==> src/mabrc_ram.sv <==
`default_nettype none
module mabrc_ram #(
  parameter int unsigned Width = 8,
  parameter int unsigned Depth = 64
) (
  input  wire logic                     clk,
  input  wire logic                     we,
  input  wire logic [$clog2(Depth)-1:0] waddr,
  input  wire logic [Width-1:0]         wdata,
  input  wire logic [$clog2(Depth)-1:0] raddr,
  output logic [Width-1:0]              rdata
);
  logic [Width-1:0] mem [Depth];
  always_ff @(posedge clk) begin
    if (we) mem[waddr] <= wdata;
    rdata <= mem[raddr];
  end
endmodule
`default_nettype wire

==> config.mk <==
export PLATFORM = sky130hd
export DESIGN_NAME = mabrc_ram
export DESIGN_NICKNAME = d
export VERILOG_FILES = /design/src/mabrc_ram.sv
export SDC_FILE = /design/constraint.sdc
export NUM_CORES = 1
export LEC_CHECK = 0
export CAP_MARGIN = 0
export CORE_UTILIZATION = 25
export CTS_CLUSTER_DIAMETER = 50
export DETAILED_ROUTE_END_ITERATION = 10
export DONT_BUFFER_PORTS = 1
export PLACE_DENSITY = 0.44
export SYNTH_ARGS = -nofsm -noshare
export SYNTH_HDL_FRONTEND = slang
export SYNTH_SLANG_ARGS = --single-unit
==> constraint.sdc <==
create_clock -name clk -period 2.1 [get_ports clk]
set_input_delay 0.21 -clock clk [delete_from_list [all_inputs] [get_ports clk]]
set_output_delay 0.21 -clock clk [all_outputs]
set_load 0.005 [all_outputs]
==> impl_metrics.env <==
export IMPL_pwr_density_cell_nw_per_um2=919
export IMPL_viasPerCell=4.55
export IMPL_synth_edff_count=512
export IMPL_skew_ps=16.0
export IMPL_slowest_stage="mux4_2"
export IMPL_crit_cells=5
export IMPL_dieArea_um2=81800
export IMPL_rows=103
export IMPL_status="finished, final reports clean"
export IMPL_dp_cells=2035
export IMPL_post_route_period_util_pct=98.3
export IMPL_fill_cells=7758
export IMPL_cts_num_sinks=520
export IMPL_min_path_cells=3
export IMPL_p_sw_share_pct=20.9
export IMPL_grtUsageTotal_pct=12.9
export IMPL_peakVddDrop_v=0.000604
export IMPL_fp_dieW_um=286
export IMPL_synth_area_per_cell_um2=21.5
export IMPL_grt_first_pass_wirelength_mm=75.9
export IMPL_clockPowerShare_pct=43.9
export IMPL_htree_levels=2
export IMPL_finalWorstSetupSlack_ps=35.9
export IMPL_grt_start_max_net_pins=138
export IMPL_worst_hold_slack_ps=49.5
export IMPL_max_freq_mhz=484
export IMPL_cts_path_max_buffers=3
export IMPL_portBuffers=0
export IMPL_p_leak_nw=7.52
export IMPL_wl_per_cell_um=24.1
export IMPL_fp_dieH_um=286
export IMPL_synth_seq_cells=520
export IMPL_yosys_warnings=0
export IMPL_switchingPower_mw=4.63
export IMPL_drt_pass1_iter_count=5
export IMPL_post_cts_buffers=0
export IMPL_synthCells=940
export IMPL_hold_class="in -> reg"
export IMPL_clk_pin_slew_worst_paths_ps=60
export IMPL_hold_viol=0
export IMPL_clk_latency_ps=620
export IMPL_dp_hpwl_mm=29.7
export IMPL_worst_path_max_fanout=1
export IMPL_critPathMaxStageDelay_ps=470
export IMPL_required_ps=2560
export IMPL_arrival_ps=2520
export IMPL_power_frac_comb_pct=4.2
export IMPL_seqCellArea_um2=15500
export IMPL_antenna_found_initial=2
export IMPL_relSlewSlack_pct=47.3
export IMPL_rsz0062_at_grt="false"
export IMPL_ys_types=40
export IMPL_grt_pass1_vias=10300
export IMPL_grt_overflow_total=0
export IMPL_critPathBufInv=0
export IMPL_seq_power_share_pct=51.9
export IMPL_cts_root_buf="clkbuf_16"
export IMPL_ys_seq_area_share_pct=77.0
export IMPL_final_max_slew_viol_count=0
export IMPL_cp_start_kind="flip-flop"
export IMPL_endpoint_kind="flip-flop"
export IMPL_final_util_pct=30.4
export IMPL_start_util_pct=25.4
export IMPL_drc_errors=0
export IMPL_reg2reg_depth=5
export IMPL_pre_cts_ws_ps=-394
export IMPL_drtAntennaViolNets=0
export IMPL_critPathTopFamily="multiplexers"
export IMPL_routabilityCongestion=0.745
export IMPL_drive_gt1_share_pct=29.2
export IMPL_cts_tree="yes"
export IMPL_min_period_ps=2060
export IMPL_numCtsBuffers=58
export IMPL_nets=1092
export IMPL_multi_input_area_um2=4360
export IMPL_instances_no_fill=2166
export IMPL_tightestPinTransition_ps=788
export IMPL_diodes=0
export IMPL_placeableCoreArea_um2=79400
export IMPL_syn_area_um2=20200
export IMPL_vias=9858
export IMPL_drtIter0Drc=815
export IMPL_io_pin_count=30
export IMPL_drv_cap=0
export IMPL_syn_num_nets=962
export IMPL_area_growth_pct=19.7
export IMPL_synth_flop_cell="edfxtp_1"
export IMPL_setup_viol=0
export IMPL_wl_mm=52.1
export IMPL_synthArstFlopShare_pct=0
export IMPL_p_int_mw=17.6
export IMPL_worstPathCellList="mux4_2 > mux2_2 > o221a_2 > nor3_2 > o32ai_1"
export IMPL_criticalPathCategory="reg -> reg"
==> cells by family after synthesis <==
family,synth area share (%)
flip-flops,77.0
AO/OA/AOI/OAI,2.07
buffers and inverters,1.57
AND/OR/NAND/NOR,3.39
multiplexers,15.9
==> final cells by class <==
class	count	area share (%)
Sequential cell	520	64.3
Multi-Input combinational cell	369	18.0
Clock buffer	74	6.35
Tap cell	1050	5.44
Timing Repair Buffer	121	4.64
Clock inverter	32	1.19
==> worst min-delay path, cell delays in order <==
cell and delay (ps):
mux4_2 200, o21ai_0 120, nand2_1 80
==> cells in the mapped netlist (3+ instances only) <==
| library cell | instances | area (um2) |
|---|---|---|
| a211oi_1 | 4 | 30.0 |
| a21oi_1 | 3 | 15.0 |
| a221oi_1 | 6 | 52.6 |
| a22oi_1 | 3 | 22.5 |
| buf_1 | 4 | 15.0 |
| buf_2 | 11 | 55.1 |
| buf_4 | 13 | 97.6 |
| buf_6 | 4 | 45.0 |
| clkbuf_1 | 17 | 63.8 |
| dfxtp_1 | 8 | 160 |
| edfxtp_1 | 512 | 15400 |
| mux2_2 | 13 | 146 |
| mux2i_1 | 23 | 230 |
| mux4_2 | 126 | 2840 |
| nand2_1 | 19 | 71.3 |
| nand2b_1 | 7 | 43.8 |
| nand3_1 | 13 | 65.1 |
| nand3b_1 | 3 | 22.5 |
| nor2_1 | 83 | 312 |
| nor2b_1 | 14 | 87.6 |
| nor3_1 | 7 | 35.0 |
| o2111ai_1 | 3 | 26.3 |
| o221ai_1 | 8 | 70.1 |
| o22ai_1 | 8 | 50.1 |
| o2bb2ai_1 | 3 | 26.3 |
==> placed cells by master, fill, tap and decap left out, types with 3 or more instances in the layout <==
cell type,n
dlygate4sd3_1,16
buf_16,8
clkbuf_1,15
clkbuf_16,59
a211oi_1,4
a22oi_1,3
bufinv_16,4
dfxtp_1,8
nor2b_1,14
o2bb2ai_1,3
nand3b_1,3
mux2_2,13
mux2i_1,23
o22ai_1,8
buf_4,96
o2111ai_1,3
clkinv_2,4
o221ai_1,8
nand2b_1,7
a21oi_1,3
nor3_1,5
edfxtp_1,512
clkinvlp_4,3
a221oi_1,6
nand3_1,13
nand2_1,19
mux4_2,126
clkinv_1,15
nor2_1,83
==> routing by layer <==
| layer | vias up | global-route usage, % | part of all wire [%] |
|---|---|---|---|
| met1 | 5368 | 18.7 | 47 |
| met5 | - | 0 | 0 |
| met3 | 76 | 2.21 | 4.6 |
| li1 | 4197 | - | - |
| met2 | 217 | 19.7 | 46 |
| met4 | 0 | 3.49 | 2.0 |
==> registers in the layout, summed over array words and instances (netlist names) <==
register  count
rdata         8
mem         512
==> per-stage QoR <==
stage / TNS, ps / total power, mW / instance area (um2)
floorplan: 0 / 12.3 / 20200
global placement: -916 / 12.4 / 21900
detailed placement: -875 / 12.4 / 21900
CTS: 0 / 22.5 / 24100
global route: 0 / 22.9 / 24100
finish: 0 / 22.2 / 24100
==> power by group through the flow <==
| stage | sequential, mW | combinational (mW) | clock, mW |
|---|---|---|---|
| 4_1_cts | 11.5 | 0.945 | 9.99 |
| 3_5_place_dp | 11.7 | 0.660 | 0 |
| 6_report | 11.5 | 0.928 | 9.74 |
| 2_1_floorplan | 11.7 | 0.612 | 0 |
| 5_1_grt | 11.5 | 0.991 | 10.3 |
| 3_3_place_gp | 11.7 | 0.663 | 0 |
==> worst paths after layout <==
kind	startpoint	endpoint	slack, ps
max	mem[24][4]	rdata[4]	40
min reg2reg	mem[2][7]	rdata[7]	890
max reg2reg	mem[24][4]	rdata[4]	40
min	raddr[4]	rdata[7]	50
==> repair_timing <==
item | CTS | global route
endpoints found under the setup margin | 3 | 1
pin swaps | 0 | 2
endpoints found under the hold margin | 536 | 0
resized for setup | 5 | 2
hold buffers | 25 | 0
No activity file was read; power rests on OpenSTA's default activity.
